**config.mk**
```make
export PLATFORM = sky130hd
export DESIGN_NAME = blpm_step
export DESIGN_NICKNAME = d
export VERILOG_FILES = /design/src/hdl/blpm_pkg.sv /design/src/hdl/blpm_step.sv
export SDC_FILE = /design/constraint.sdc
export NUM_CORES = 1
export LEC_CHECK = 0
export ABC_AREA = 1
export ABC_CLOCK_PERIOD_IN_PS = 900
export BUFFER_PORTS_ARGS = -buffer_cell sky130_fd_sc_hd__buf_4
export CAP_MARGIN = 20
export CORE_AREA = 2 2 104 106
export DETAILED_ROUTE_END_ITERATION = 6
export DIE_AREA = 0 0 106 108
export GPL_TIMING_DRIVEN = 0
export PLACE_DENSITY = 0.46
export SYNTH_ARGS = -nofsm -noshare
export SYNTH_HDL_FRONTEND = slang
export SYNTH_SLANG_ARGS = --single-unit
```
**constraint.sdc**
```tcl
create_clock -name vclk -period 0.9
set_input_delay 0.045 -clock vclk [all_inputs]
set_output_delay 0.045 -clock vclk [all_outputs]
set_load 0.01 [all_outputs]
```
**src/hdl/blpm_pkg.sv**
```systemverilog
// ----------------------------------------------------------------------------
// blpm_pkg
// Shared types and constants for the binary trie longest prefix match block.
// ----------------------------------------------------------------------------
`default_nettype none

package blpm_pkg;

  localparam int ADDR_W = 32;
  localparam int HOP_W  = 32;
  localparam int PORT_W = 4;
  localparam int LEN_W  = 6;

  // operation codes
  localparam logic OP_LOOKUP = 1'b0;
  localparam logic OP_INSERT = 1'b1;

  // status codes
  localparam logic ST_DONE = 1'b0;
  localparam logic ST_FULL = 1'b1;

  typedef enum logic [1:0] {
    S_IDLE,
    S_WALK,
    S_ALLOC,
    S_FINISH
  } state_e;

  typedef struct packed {
    logic              operation;
    logic [ADDR_W-1:0] address;
    logic [LEN_W-1:0]  prefix_length;
    logic [HOP_W-1:0]  route_hop;
    logic [PORT_W-1:0] route_port;
  } req_t;

  typedef struct packed {
    logic              found;
    logic [HOP_W-1:0]  fwd_hop;
    logic [PORT_W-1:0] port;
    logic              status;
  } rsp_t;

  // walk step flags
  typedef struct packed {
    logic more;      // level below the walk limit
    logic has_link;  // selected child exists
  } step_t;

endpackage

`default_nettype wire

```
**src/hdl/blpm_step.sv**
```systemverilog
// ----------------------------------------------------------------------------
// blpm_step
// Trie step unit: picks the child for the current address bit, checks the
// walk limit and builds the updated node for a link or route write.
// ----------------------------------------------------------------------------
`default_nettype none

module blpm_step #(
  parameter int MAX_NODES    = 4096,
  parameter int ADDRESS_BITS = 32,
  localparam int LW     = $clog2(MAX_NODES + 1),
  localparam int LVW    = $clog2(ADDRESS_BITS + 1),
  localparam int NODE_W = 2 * LW + blpm_pkg::HOP_W + blpm_pkg::PORT_W + 1
) (
  input  wire logic [NODE_W-1:0]           node_i,
  input  wire logic                        bit_i,
  input  wire logic [LVW-1:0]              level_i,
  input  wire logic [LVW-1:0]              limit_i,
  input  wire logic [LW-1:0]               new_link_i,
  input  wire logic [blpm_pkg::HOP_W-1:0]  hop_i,
  input  wire logic [blpm_pkg::PORT_W-1:0] port_i,
  output blpm_pkg::step_t                  step_o,
  output logic      [LW-1:0]               link_o,
  output logic      [NODE_W-1:0]           linked_o,
  output logic      [NODE_W-1:0]           routed_o
);

  typedef struct packed {
    logic [LW-1:0]               child1;
    logic [LW-1:0]               child0;
    logic [blpm_pkg::HOP_W-1:0]  hop;
    logic [blpm_pkg::PORT_W-1:0] port;
    logic                        route;
  } node_t;

  node_t node;
  node_t linked;
  node_t routed;

  assign node   = node_t'(node_i);
  assign link_o = bit_i ? node.child1 : node.child0;

  assign step_o.more     = (level_i < limit_i);
  assign step_o.has_link = (link_o != '0);

  always_comb begin
    linked = node;
    if (bit_i) begin
      linked.child1 = new_link_i;
    end else begin
      linked.child0 = new_link_i;
    end
    routed       = node;
    routed.route = 1'b1;
    routed.hop   = hop_i;
    routed.port  = port_i;
  end

  assign linked_o = linked;
  assign routed_o = routed;

endmodule

`default_nettype wire
```
# Word level (Yosys, flattened, before mapping)
# Index checks and enable logic that the tools add are counted.
# classes
n_reduce_logical	1
n_div	0
n_mux	3
eq_ne	0
add_sub_neg	0
shift	0
bitwise	0
order_cmp	1
multipliers	0
# ops
operator	n
$mux 13	3
$reduce_bool 13->1	1
$lt 6x6->1	1
# totals
inputBits	125
mem_bits_ro	0
ram_bits	0
n_memories	0
word_cells	5
latch_bits	0
regBits	0

# Logic depth before layout (Yosys ltp)
# Gate-level depths: netlist of the first run.
# depth
word_depth	2
mapped_depth	9
mapped_depth_nobuf	7

# Worst setup path before layout of the first run
# OpenSTA, ideal clock, no wires.
# synth_timing
path_kind	input port to output port
start	input port bit_i
end	output port step_o[0] (netlist bit)
t_required_ps	855
arrival_time_ps	765
n_path_buf	1
setup_slack_ps	90
cell_stages	6
path_cell_list	buf_6 o21ai_0 nor2_1 nand2_1 nor2_1 nand2_1
# synth_rtl
item	line_no	text
from (decl)	blpm_step.sv:16	input wire logic bit_i,
to (decl)	blpm_step.sv:22	output blpm_pkg::step_t step_o,

==> impl_metrics.json, run 1 <==
{
  "synth_nets": 390,
  "p_leak_uw": 0.00201,
  "endpoint_kind": "primary output",
  "startpoint": "bit_i",
  "place_inst": 587,
  "pin_count": 266,
  "drive_gt1_frac": 0.736,
  "setup_tns_ns": -0.176,
  "area_delta_synth_final_pct": 131,
  "vias": 2203,
  "port_buffers": 191,
  "layout_common_cells": "buf_4, nand2_1, inv_1, nand2_2, o21ai_0",
  "grt_pass1_wl_mm": 10.5,
  "hold_start": "hop_i[14]",
  "yosysTopAreaCell": "buf_4",
  "power_frac_comb": 1.000,
  "finalSetupViolCount": 7,
  "hp-class": "primary input to primary output",
  "final-seq-area_um2": 0,
  "die_height_um": 108,
  "hold_ws_ns": 0.266,
  "antenna_found_initial": 0,
  "period_needed_ns": 0.959,
  "seqPwrFrac": 0,
  "vdd_drop_max_mv": 0.160,
  "p_sw_frac": 0.410,
  "totalWireLength_mm": 7.46,
  "slowest_stage": "o21ai_2",
  "dieArea_mm2": 0.0114,
  "rows": 37,
  "maxSlewViolCount": 0,
  "path_max_fanout": 6,
  "fp.dieW_um": 106,
  "ant_nets": 0,
  "seq_cells": 0,
  "cp-start-kind": "primary input",
  "pwr-share-clk": 0,
  "final_common_cell": "buf_4",
  "path_class": "primary input to primary output",
  "gp_congestion": 0.716,
  "stdcell_count": 598,
  "drc": 0,
  "synth_area_per_cell_um2": 5.63,
  "drt-initial-drc-count": 48,
  "post_drt_via_cell_ratio": 3.68,
  "nets": 594,
  "core_area_mm2": 0.0102,
  "grt_max_degree": 11,
  "status": "finished with violations",
  "syn_inst": 260,
  "synthTopCellsByArea": "buf_4, nand2_1, inv_1, ha_1, o21ai_0",
  "post-route-period-util": 1.07,
  "netlist_area_mm2": 0.00146,
  "rsz0062_at_grt": "true",
  "finalHoldViolCount": 0,
  "synth_cell_types": 15,
  "synth-warning-count": 0,
  "p_switching_uw": 750,
  "nClkBuffers": 0,
  "grt_pass1_vias": 2093,
  "p_per_area_mw_per_mm2": 541,
  "dr.pass1.iters": 4,
  "wl_per_cell_um": 12.5,
  "crit_path_cell_trace": "buf_12, buf_8, o21ai_2, nand3_2, nor2_4, nand2_2, buf_6",
  "cp.required_ns": 0.85,
  "p_total_uw": 1830,
  "diodes": 0,
  "netlist.area_leader.share": 0.513,
  "start_util": 0.143,
  "dp_hpwl_mm": 6.15,
  "yosysSeqAreaShare": 0,
  "grt-ovfl-total": 0,
  "pre_cts_ws_ns": -0.309,
  "worst_slack_ns": -0.0589,
  "max-cap-violations": 0,
  "violations": "setup timing",
  "fmax_mhz": 1040,
  "p_int_uw": 1080,
  "cpPeakStageDelay_ns": 0.16,
  "track_usage": 0.115,
  "arrival_ns": 0.91
}
[power by group through the flow]
stage          logic, µW  registers (µW)  clock network (µW)
5_1_grt             1990               0                   0
3_5_place_dp        1680               0                   0
4_1_cts             1840               0                   0
2_1_floorplan        794               0                   0
6_report            1830               0                   0
3_3_place_gp        1670               0                   0
[worst max-delay path, delay by kind of cell]
family,cells,cell delay (ns)
AND/OR/NAND/NOR,3,0.32
buffers and inverters,3,0.38
AO/OA/AOI/OAI,1,0.16
[path summary, 6_finish.rpt]
kind,endpoint,depth (start not counted)
max,step_o[0],7
min,routed_o[19],2
[metrics by stage]
| step | instance area [µm²] | util |
|---|---|---|
| 3_5_place_dp | 3070 | 0.300 |
| 5_1_grt | 3380 | 0.331 |
| 4_1_cts | 3350 | 0.327 |
| 6_report | 3380 | 0.331 |
| 3_3_place_gp | 3070 | 0.300 |
| 2_1_floorplan | 1460 | - |
[cell type report]
cell class,count,area [µm²]
tap,136,170
multi-input combinational,131,688
fill,1121,6850
inverter,21,93.8
timing repair buffer,202,1590
buffer,108,843
[cells by family (layout without fill, tap and decap cells)]
kind of cell | count (synthesis) | in the layout | synth area share
other | 1 | 1 | 0.00256
AO/OA/AOI/OAI | 17 | 17 | 0.0581
buffers and inverters | 129 | 331 | 0.609
AND/OR/NAND/NOR | 108 | 108 | 0.288
adder cells (fa/ha/maj) | 5 | 5 | 0.0427
[repair_timing]
| item | 4_1_cts | 5_1_grt |
|---|---|---|
| pin swaps | 15 | 6 |
| cloned | 3 | 0 |
| endpoints found under the setup margin | 24 | 25 |
| gates resized for setup | 45 | 5 |
| hold buffers | 0 | 0 |
| buffers inserted | 6 | 2 |
| endpoints found under the hold margin | 0 | 0 |
[metal layers]
| metal | up-vias | wire (µm) | track usage |
|---|---|---|---|
| li1 | 1083 | - | - |
| met1 | 957 | 2440 | 0.116 |
| met2 | 155 | 4070 | 0.240 |
| met3 | 8 | 848 | 0.0301 |
| met4 | 0 | 97 | 0.0160 |
| met5 | - | 0 | 0 |
[Yosys cell counts, drive strengths merged]
| library cell | n |
|---|---|
| a21oi | 3 |
| buf | 108 |
| conb | 1 |
| ha | 5 |
| inv | 21 |
| nand2 | 100 |
| nand3 | 1 |
| nor2 | 7 |
| o21ai | 14 |
No activity file was read; power rests on OpenSTA's default activity.
==> run 2, diff against run 1 <==
- ABC_CLOCK_PERIOD_IN_PS: 900 -> 1100
- clock period: 0.9 -> 1.1 ns (I/O delays scaled with it)
==> impl_metrics.json, run 2 (synthesized netlist as in run 1, its figures left out) <==
{
  "seqPwrFrac": 0,
  "finalHoldViolCount": 0,
  "p_per_area_mw_per_mm2": 438,
  "rows": 37,
  "cts_setup_buffers": 0,
  "pin_count": 266,
  "max-cap-violations": 0,
  "cp.required_ns": 1.04,
  "hold_ws_ns": 0.286,
  "maxSlewViolCount": 0,
  "pwr-share-clk": 0,
  "dr.pass1.iters": 4,
  "grt_pass1_vias": 1972,
  "path_max_fanout": 2,
  "drt-initial-drc-count": 59,
  "dp_hpwl_mm": 6.15,
  "fmax_mhz": 979,
  "arrival_ns": 0.97,
  "hold_buffers": 0,
  "post-route-period-util": 0.929,
  "antenna_found_initial": 0,
  "final-seq-area_um2": 0,
  "period_needed_ns": 1.02,
  "power_frac_comb": 1.000,
  "wl_per_cell_um": 12.2,
  "drc": 0,
  "path_class": "primary input to primary output",
  "diodes": 0,
  "die_height_um": 108,
  "core_area_mm2": 0.0102,
  "ant_nets": 0,
  "grt_max_degree": 11,
  "vias": 2116,
  "finalSetupViolCount": 0,
  "p_int_uw": 818,
  "rsz0062_at_grt": "false",
  "pre_cts_ws_ns": -0.129,
  "final_util": 0.310,
  "port_buffers": 191,
  "hp-class": "primary input to primary output",
  "status": "complete, no violations",
  "grt_pass1_wl_mm": 9.88,
  "track_usage": 0.107,
  "layout_common_cells": "buf_4, nand2_1, inv_1, o21ai_0",
  "p_sw_frac": 0.413,
  "area_delta_synth_final_pct": 117,
  "start_util": 0.143,
  "worst_slack_ns": 0.0785,
  "nets": 585,
  "nClkBuffers": 0,
  "post_drt_via_cell_ratio": 3.59,
  "fp.dieW_um": 106,
  "p_leak_uw": 0.00194,
  "p_switching_uw": 575,
  "vdd_drop_max_mv": 0.129,
  "cp-start-kind": "primary input",
  "seq_cells": 0,
  "dieArea_mm2": 0.0114,
  "gp_congestion": 0.716,
  "totalWireLength_mm": 7.20,
  "grt-ovfl-total": 0,
  "drive_gt1_frac": 0.693,
  "endpoint_kind": "primary output",
  "final_common_cell": "buf_4"
}
run 2: timing repair:
action	CTS	global route
gates cloned	0	2
pin swaps	1	3
endpoints found under the hold margin	0	0
gates resized for setup	12	5
endpoints found under the setup margin	20	11
run 2: final cells by class:
type,instances,area (µm²)
multi-input combinational,131,593
fill,1135,7060
timing repair buffer,193,1490
tap,136,170
buffer,108,833
inverter,21,91.3
run 2: path summary, 6_finish.rpt:
| kind | to | from | cells past startpoint | slack (ns) |
|---|---|---|---|---|
| worst max-delay path | step_o[1] | level_i[5] | 6 | 0.08 |
| worst min-delay path | routed_o[19] | hop_i[14] | 2 | 0.29 |
run 2: worst max-delay path, cell delays in order:
cell and delay (ns):
buf_4 0.11, ha_1 0.31, a21oi_2 0.14, o21ai_0 0.09
a21oi_1 0.13, buf_4 0.14
run 2: power by group through the flow:
stage / sequential [µW] / clock (µW) / combinational [µW]
6_report: 0 / 0 / 1390
5_1_grt: 0 / 0 / 1510
4_1_cts: 0 / 0 / 1400
3_5_place_dp: 0 / 0 / 1370
3_3_place_gp: 0 / 0 / 1370
2_1_floorplan: 0 / 0 / 650
run 2: stage by stage:
stage | instances | total power (µW) | instance area (µm²) | setup TNS [ns]
final | 589 | 1390 | 3180 | 0
after global routing | 589 | 1510 | 3180 | 0
after CTS | 587 | 1400 | 3100 | 0
after detailed placement | 587 | 1370 | 3070 | -0.384
after global placement | 587 | 1370 | 3070 | -0.266
after floorplan | 260 | 650 | 1460 | 0
run 2: layer usage:
layer	up-vias	global-route usage	share of wire
met5	-	0	0
met4	0	0.00376	0.0044
met3	2	0.0277	0.12
met2	145	0.225	0.55
met1	905	0.111	0.33
li1	1064	-	-
