===== config.mk =====
export PLATFORM = sky130hd
export DESIGN_NAME = blpm_ram
export DESIGN_NICKNAME = d
export VERILOG_FILES = /design/src/hdl/blpm_ram.sv
export SDC_FILE = /design/constraint.sdc
export NUM_CORES = 1
export LEC_CHECK = 0
export BUFFER_PORTS_ARGS = -buffer_cell sky130_fd_sc_hd__buf_2
export CORE_UTILIZATION = 28
export CTS_BUF_LIST = sky130_fd_sc_hd__clkbuf_8
export CTS_CLUSTER_SIZE = 20
export DETAILED_ROUTE_END_ITERATION = 12
export MAX_ROUTING_LAYER = met4
export SKIP_CTS_REPAIR_TIMING = 1
export SYNTH_ARGS = -nofsm -noshare
export SYNTH_HDL_FRONTEND = slang
export SYNTH_SLANG_ARGS = --single-unit
export TNS_END_PERCENT = 20

===== constraint.sdc =====
create_clock -name clk_i -period 2.8 [get_ports clk_i]
set_clock_uncertainty 0.1 [all_clocks]
set_input_delay 0.84 -clock clk_i [delete_from_list [all_inputs] [get_ports clk_i]]
set_output_delay 0.84 -clock clk_i [all_outputs]
set_load 0.01 [all_outputs]

===== src/hdl/blpm_ram.sv =====
// ----------------------------------------------------------------------------
// blpm_ram
// Generic single write port RAM with one registered read port.
// ----------------------------------------------------------------------------
`default_nettype none

module blpm_ram #(
  parameter int WIDTH = 8,
  parameter int DEPTH = 64
) (
  input  wire logic                     clk_i,
  input  wire logic                     we_i,
  input  wire logic [$clog2(DEPTH)-1:0] waddr_i,
  input  wire logic [WIDTH-1:0]         wdata_i,
  input  wire logic                     re_i,
  input  wire logic [$clog2(DEPTH)-1:0] raddr_i,
  output logic      [WIDTH-1:0]         rdata_o
);

  logic [WIDTH-1:0] mem_q [DEPTH];

  always_ff @(posedge clk_i) begin
    if (we_i) begin
      mem_q[waddr_i] <= wdata_i;
    end
    if (re_i) begin
      rdata_o <= mem_q[raddr_i];
    end
  end

endmodule

`default_nettype wire


After elaboration in Yosys (flattened, before gate mapping):

Memories as Yosys holds them, arrays and structs flattened. A register that Yosys moved wholly into a read port is not among the register bits.
Cells that the tools add are included.

* register bits: 0
* bits in latches: 0
* memory bits (writable): 512
* bits in read-only memories: 0
* output and inout port bits: 8
* logic and storage cells: 3
* memories kept: 1

* $add $sub $neg: 0
* multiply operators: 0
* div/mod/pow operators: 0
* magnitude comparators: 0
* equal/unequal tests: 0
* shift operators: 0
* multiplexer cells: 2
* bitwise gates (word level): 0
* reductions and logical operators: 0

Memory list
* mem_q: words 64, width 8, read ports 1, clocked after Yosys merged registers in 1, write ports 1, RTL line 20 `logic [WIDTH-1:0] mem_q [DEPTH];`

Operator list (count)
* $mux W1: 2

Depth between registers and ports, before layout:

Gate-level depths: netlist of run 1.

* depth after elaboration: 2
* depth in mapped cells: 9
* mapped depth without buffers: 5

Worst setup path before layout of run 1:

OpenSTA, ideal clock, no wires.

* kind: input port to flip-flop
* start point: input port raddr_i[1]
* end point: register rdata_o[3] (read register of mem_q) (data pin)
* setup time: 0.266 ns
* arrival: 2.380 ns
* required time: 2.434 ns
* slack: 0.054 ns
* cell stages on the path: 7
* path buffers: 3
* path through: buf_4 buf_2 buf_2 mux4_2 mux4_2 o21ai_1 o41ai_1

RTL lines
* from (decl): RTL line 16 `input wire logic [$clog2(DEPTH)-1:0] raddr_i,`
* to (decl): RTL line 17 `output logic [WIDTH-1:0] rdata_o`

==> results of run 1 <==
-- cells in the mapped netlist (3+ instances only) --
cell type  number
edfxtp_1      520
mux4_2        126
nor2_1         83
mux2i_1        23
nand2_1        19
clkbuf_1       17
nor2b_1        14
buf_4          13
mux2_2         13
nand3_1        13
buf_2          11
o221ai_1        8
o22ai_1         8
nand2b_1        7
nor3_1          7
a221oi_1        6
a211oi_1        4
buf_1           4
buf_6           4
a21oi_1         3
a22oi_1         3
nand3b_1        3
o2111ai_1       3
o2bb2ai_1       3
-- power groups by stage --
stage / combinational, mW / clock [mW] / sequential (mW)
after CTS: 0.921 / 5.97 / 8.66
final: 0.908 / 5.83 / 8.66
after floorplan: 0.459 / 0 / 8.81
after global routing: 0.969 / 6.29 / 8.66
after global placement: 0.906 / 0 / 8.82
after detailed placement: 0.919 / 0 / 8.82
-- layer usage --
layer | vias up | wire (microns) | part of all wire [%] | global-route usage (%)
met5 | - | 0 | 0 | -
met4 | 0 | 1090 | 2.3 | 4.89
met3 | 84 | 3350 | 7.0 | 2.84
met2 | 365 | 23300 | 49 | 21.3
met1 | 5380 | 20000 | 42 | 17.3
li1 | 4421 | - | - | -
-- worst max-delay path: cells and delay by family --
kind / cells / cell delay, ns
buffers and inverters: 4 / 1.12
AOI/OAI and AO/OA: 3 / 0.68
muxes: 1 / 0.26
-- layout make-up --
| type | instances | area [sq um] | share of cell area, % |
|---|---|---|---|
| sequential | 520 | 15600 | 64.5 |
| clock inverter | 59 | 308 | 1.27 |
| multi-input combinational | 369 | 4320 | 17.8 |
| antenna | 8 | 20.0 | 0.0827 |
| clock buffer | 83 | 1140 | 4.72 |
| tap | 950 | 1190 | 4.91 |
| timing repair buffer | 199 | 1610 | 6.64 |
-- per-stage QoR --
stage | cell area, sq um | instances | setup WS [ns] | hold WS (ns)
finish | 24200 | 2188 | 0.177 | 0.445
global route | 24200 | 2188 | 0.0519 | 0.413
CTS | 24200 | 2180 | 0.136 | 0.387
detailed placement | 22700 | 2038 | -0.567 | 0.842
global placement | 22700 | 2038 | -0.589 | 0.810
floorplan | 20200 | 940 | 0.0537 | 0.697
-- cell usage in the layout, fill, tap and decap left out, types with 2 or more instances in the layout --
cell type / instances
mux2_2: 13
clkbuf_8: 84
o41ai_1: 2
o21a_1: 2
o22ai_1: 8
o21ai_1: 2
clkinv_2: 6
o2111ai_1: 3
nor3_1: 7
nor4_1: 2
nand4_1: 2
o32ai_1: 2
o2bb2ai_1: 3
a22oi_1: 3
clkinvlp_4: 5
clkinv_1: 20
inv_1: 25
mux4_2: 126
bufinv_16: 2
nand3_1: 13
nor2_1: 83
a211oi_1: 4
buf_4: 157
nand2b_1: 7
a21oi_1: 3
o21ai_0: 2
diode_2: 8
o221a_2: 2
nor2b_1: 14
mux2i_1: 23
a221oi_1: 6
a2111oi_0: 2
nand2_1: 19
edfxtp_1: 520
buf_2: 27
buf_12: 14
nand3b_1: 3
o221ai_1: 8
-- logic make-up (layout without fill, tap and decap cells) --
| kind of cell | Yosys count | count (layout) |
|---|---|---|
| flip-flops | 520 | 520 |
| multiplexers | 162 | 162 |
| AND/OR/NAND/NOR | 153 | 153 |
| AO/OA/AOI/OAI | 54 | 54 |
| buffers and inverters | 51 | 341 |
| other | 0 | 8 |
-- sequential cells by signal (all words and copies together) (netlist names) --
signal and count:
mem_q 512, rdata_o 8
-- how the worst min path moves through the flow --
| stage | from | endpoint | slack (ns) | depth (start not counted) |
|---|---|---|---|---|
| 6_report | re_i | rdata_o[4]$_DFFE_PP_ | 0.44 | 1 |
| 5_1_grt | re_i | rdata_o[2]$_DFFE_PP_ | 0.41 | 1 |
| 4_1_cts | re_i | rdata_o[2]$_DFFE_PP_ | 0.39 | 1 |
| 3_5_place_dp | mem_q[26][4]$_DFFE_PP_ | rdata_o[4]$_DFFE_PP_ | 0.84 | 3 |
| 3_3_place_gp | mem_q[26][4]$_DFFE_PP_ | rdata_o[4]$_DFFE_PP_ | 0.81 | 3 |
| 2_1_floorplan | mem_q[34][0]$_DFFE_PP_ | rdata_o[0]$_DFFE_PP_ | 0.70 | 4 |
==> impl_metrics.json, run 1 <==
{
  "cts_tree": "yes",
  "ys_seq_area_share_pct": 77.1,
  "clkLatencyLatePin_ns": 0.66,
  "synth_xor_area_share_pct": 0,
  "rsz0062_at_grt": "false",
  "drt-initial-drc-count": 996,
  "row_count": 98,
  "hpwl_microns": 31100,
  "p_leak_nw": 7.83,
  "numCtsBuffers": 82,
  "clock_sinks": 520,
  "syn_avg_cell_area_sq_um": 21.5,
  "layout.nets": 1195,
  "synth-async-reset-ratio_pct": 0,
  "grt_pass1_wl_microns": 71200,
  "finalWirelength_microns": 47800,
  "cts-root-buf": "clkbuf_8",
  "crit_chain": "clkbuf_8, buf_4, buf_4, mux2i_1, a22oi_1, a221oi_1, buf_4, o2bb2ai_1",
  "start_kind": "input pin",
  "endpoint": "rdata_o[0]$_DFFE_PP_",
  "period_share_pct": 93.7,
  "die_y_microns": 271,
  "clockBufferDepth": 3,
  "worst_path_most_repeated_cell": "buf_4",
  "synth.distinct_cells": 39,
  "ctsHtreeMaxLevel": 3,
  "syn-cell-area_sq_um": 20200,
  "clkTransAtPathRegs_ns": 0.07,
  "dieArea_sq_um": 73400,
  "antenna_found_initial": 8,
  "synth_compound_area_share_pct": 2.06,
  "die_w_microns": 271,
  "r2r_start": "mem_q[47][0]$_DFFE_PP_",
  "ios": 31,
  "hp-class": "in2reg",
  "io_buffer_count": 30,
  "firstDrtPassIters": 5,
  "clock.fmax_ghz": 0.381,
  "place_congestion": 0.831,
  "power_mw": 15.4,
  "grt_util_all_layers_pct": 13.6,
  "fillerInstances": 6705,
  "syn2layout_area_growth_pct": 19.5,
  "yosys-top-cells-area": "edfxtp_1, mux4_2, nor2_1, mux2i_1, mux2_2",
  "synth_nets": 963,
  "cp-end-kind": "flip-flop",
  "grt_pass1_vias": 10689,
  "seqPwrFrac_pct": 56.2,
  "maxSlewHeadroom_pct": 44.4,
  "synthesis.instances": 940,
  "critPathMaxFanout": 17,
  "postSynthRegisterBits": 520,
  "slowest_delay_ns": 0.51,
  "reg2reg_depth": 5,
  "drive_gt1_share_pct": 35.5,
  "coreArea_sq_um": 71500,
  "post-route-util_pct": 33.8,
  "tightest_slew_ns": 0.834,
  "crit_type": "in2reg",
  "dominantRegCellSynth": "edfxtp_1",
  "worstSetupStartpoint": "raddr_i[0]",
  "grt_max_degree": 65,
  "p_per_area_nw_per_um2": 636,
  "status": "finished, final reports clean",
  "reg2reg_slack_ns": 0.52,
  "p_clk_share_pct": 37.9,
  "fin_crit_ns": 2.62,
  "drc_errors": 0,
  "tns_ns": 0,
  "ant_nets": 0,
  "p_sw_mw": 3.43,
  "timing.rr.end": "rdata_o[0]$_DFFE_PP_",
  "start_util_pct": 28.3,
  "synthMuxAreaShare_pct": 15.9,
  "hold_viol_final": 0,
  "ys_warn_count": 0,
  "yosysTopAreaCellShare_pct": 77.1,
  "arrival_ns": 2.93,
  "ir_worst_vdd_uv": 328,
  "swShare_pct": 22.3,
  "finalSetupViolations": 0,
  "synth_top_family_by_area": "multiplexers",
  "synthSimpleGateAreaFrac_pct": 3.37,
  "synth.largest_area_cell": "edfxtp_1",
  "cap_viol_max_count": 0,
  "crit_slowest_cell": "a221oi_1",
  "synth_edf_count": 520,
  "synthAdderAreaFrac_pct": 0,
  "p_int_mw": 12.0,
  "vias": 10250,
  "pwr-share-comb_pct": 5.9,
  "drv_slew": 0,
  "grt_overflow": 0,
  "vias_per_cell": 4.68,
  "critPathRequiredTime_ns": 3.11,
  "wl_per_cell_microns": 21.8
}
Note: power is estimated with default switching activity, not from simulation.
==> inputs of run 2 (changes only) <==
--- a/config.mk
+++ b/config.mk
@@ -7,10 +7,11 @@
 export LEC_CHECK = 0
 export BUFFER_PORTS_ARGS = -buffer_cell sky130_fd_sc_hd__buf_2
 export CORE_UTILIZATION = 28
-export CTS_BUF_LIST = sky130_fd_sc_hd__clkbuf_8
+export CTS_BUF_LIST = sky130_fd_sc_hd__clkbuf_16
 export CTS_CLUSTER_SIZE = 20
 export DETAILED_ROUTE_END_ITERATION = 12
 export MAX_ROUTING_LAYER = met4
+export SETUP_SLACK_MARGIN = 0.2
 export SKIP_CTS_REPAIR_TIMING = 1
 export SYNTH_ARGS = -nofsm -noshare
 export SYNTH_HDL_FRONTEND = slang
==> impl_metrics.json, run 2 (synthesis gave the netlist of run 1 again) <==
{
  "p_sw_mw": 3.46,
  "vias": 9971,
  "wl_per_cell_microns": 22.1,
  "cts_tree": "yes",
  "cp-end-kind": "flip-flop",
  "p_int_mw": 13.1,
  "critPathBufInv": 1,
  "drv_slew": 0,
  "row_count": 98,
  "swShare_pct": 20.9,
  "antenna_found_initial": 5,
  "crit_chain": "clkbuf_8, mux4_2, mux2_2, o221a_2, nor3_1, o32ai_1",
  "p_clk_share_pct": 42.1,
  "endpoint": "rdata_o[6]$_DFFE_PP_",
  "critPathMaxFanout": 18,
  "post_dp_cell_area_sq_um": 22700,
  "die_w_microns": 271,
  "path_delay_family": "multiplexers",
  "clock_sinks": 520,
  "syn2layout_area_growth_pct": 20.5,
  "dieArea_sq_um": 73400,
  "ir_worst_vdd_uv": 393,
  "grt_max_degree": 65,
  "crit_slowest_cell": "mux4_2",
  "finalSetupViolations": 0,
  "seqPwrFrac_pct": 52.4,
  "tightest_slew_ns": 0.726,
  "mostFrequentLayoutCells": "edfxtp_1, buf_4, mux4_2, nor2_1, clkbuf_16",
  "fin_ws_ns": 0.225,
  "clkTransAtPathRegs_ns": 0.07,
  "hpwl_microns": 30600,
  "p_per_area_nw_per_um2": 677,
  "ant_nets": 0,
  "fillerInstances": 6595,
  "final_common_cell": "edfxtp_1",
  "worstSetupStartpoint": "raddr_i[0]",
  "drive_gt1_share_pct": 35.4,
  "reg2reg_depth": 5,
  "crit_cells": 6,
  "start_kind": "input pin",
  "hold-worst-slack_ns": 0.489,
  "largestRegisters": "mem_q: 512 flops, rdata_o: 8 flops",
  "timing.rr.end": "rdata_o[6]$_DFFE_PP_",
  "vias_per_cell": 4.69,
  "p_leak_nw": 7.82,
  "drc_errors": 1,
  "drt-initial-drc-count": 910,
  "clockBufferDepth": 3,
  "slowest_delay_ns": 0.56,
  "fin_crit_ns": 2.58,
  "dpl_worst_slack_ns": -0.399,
  "multi_input_area_sq_um": 4320,
  "numCtsBuffers": 51,
  "r2r_start": "mem_q[20][6]$_DFFE_PP_",
  "io_buffer_count": 30,
  "rsz0062_at_grt": "true",
  "violations": "DRC",
  "finalWirelength_microns": 47000,
  "crit_type": "in2reg",
  "cts-root-buf": "clkbuf_16",
  "period_share_pct": 92.0,
  "cap_viol_max_count": 0,
  "place_congestion": 0.797,
  "reg2reg_slack_ns": 0.52,
  "largest_register": "mem_q",
  "firstDrtPassIters": 9,
  "maxSlewHeadroom_pct": 51.6,
  "status": "finished, violations left",
  "hold_viol_final": 0,
  "pwr-share-comb_pct": 5.4,
  "grt_util_all_layers_pct": 13.3,
  "start_util_pct": 28.3,
  "critPathRequiredTime_ns": 3.04,
  "ctsHtreeMaxLevel": 2,
  "regArea_sq_um": 15600,
  "instances_no_fill": 2128,
  "grt_pass1_wl_microns": 69700,
  "coreArea_sq_um": 71500,
  "hp-class": "in2reg",
  "die_y_microns": 271,
  "clock.fmax_ghz": 0.388,
  "largest_reg_flops": 512,
  "clkLatencyLatePin_ns": 0.61,
  "grt_overflow": 0,
  "dp.cells": 2029,
  "layout.nets": 1155,
  "arrival_ns": 2.81,
  "finalInstanceArea_sq_um": 24400,
  "grt_pass1_vias": 10422,
  "ios": 31
}
==> run 2: cell count changes in the layout (fill, tap and decap cells not counted), moves of 9 or more <==
cell,before,now
buf_4,157,147
clkinv_1,20,10
inv_1,25,2
clkinv_2,6,15
clkbuf_8,84,1
clkbuf_16,0,52
==> run 2: how the worst min path moves through the flow <==
stage | depth (start not counted) | endpoint | slack [ns] | start
floorplan | 4 | rdata_o[0]$_DFFE_PP_ | 0.70 | mem_q[34][0]$_DFFE_PP_
finish | 1 | rdata_o[2]$_DFFE_PP_ | 0.49 | re_i
CTS | 1 | rdata_o[2]$_DFFE_PP_ | 0.46 | re_i
detailed placement | 4 | rdata_o[7]$_DFFE_PP_ | 0.81 | mem_q[6][7]$_DFFE_PP_
global placement | 3 | rdata_o[4]$_DFFE_PP_ | 0.80 | mem_q[30][4]$_DFFE_PP_
global route | 1 | rdata_o[1]$_DFFE_PP_ | 0.48 | re_i
==> run 2: area by class of cell <==
type / count / share of cell area [%]
Timing Repair Buffer: 190 / 6.36
Tap cell: 950 / 4.87
Sequential cell: 520 / 64.0
Antenna cell: 3 / 0.0308
Clock inverter: 44 / 1.71
Clock buffer: 52 / 5.33
Multi-Input combinational cell: 369 / 17.7
==> run 2: through the flow <==
step | util, % | setup TNS, ns | power (mW)
2_1_floorplan | - | 0 | 9.28
3_3_place_gp | 31.7 | -2.59 | 9.72
3_5_place_dp | 31.7 | -2.55 | 9.73
4_1_cts | 34.1 | 0 | 16.6
5_1_grt | 34.1 | 0 | 17.0
6_report | 34.1 | 0 | 16.5
==> run 2: layer usage <==
layer	share of wire (%)	global-route usage (%)	vias to the layer above
li1	-	-	4332
met1	42	17.0	5224
met2	48	20.6	333
met3	7.2	3.12	82
met4	3.2	4.94	0
met5	0	-	-
==> run 2: power by group through the flow <==
stage,Clock (mW),Combinational [mW],Sequential [mW]
floorplan,0,0.465,8.81
global placement,0,0.894,8.82
detailed placement,0,0.907,8.82
CTS,7.08,0.907,8.66
global route,7.37,0.956,8.66
finish,6.96,0.896,8.66
==> run 2: worst register-to-register path, cell delays in order, from the launching register on <==
cell and delay (ns):
edfxtp_1 0.36, mux4_2 0.47, mux2_2 0.28, o221a_2 0.29, nor3_1 0.38, o32ai_1 0.15
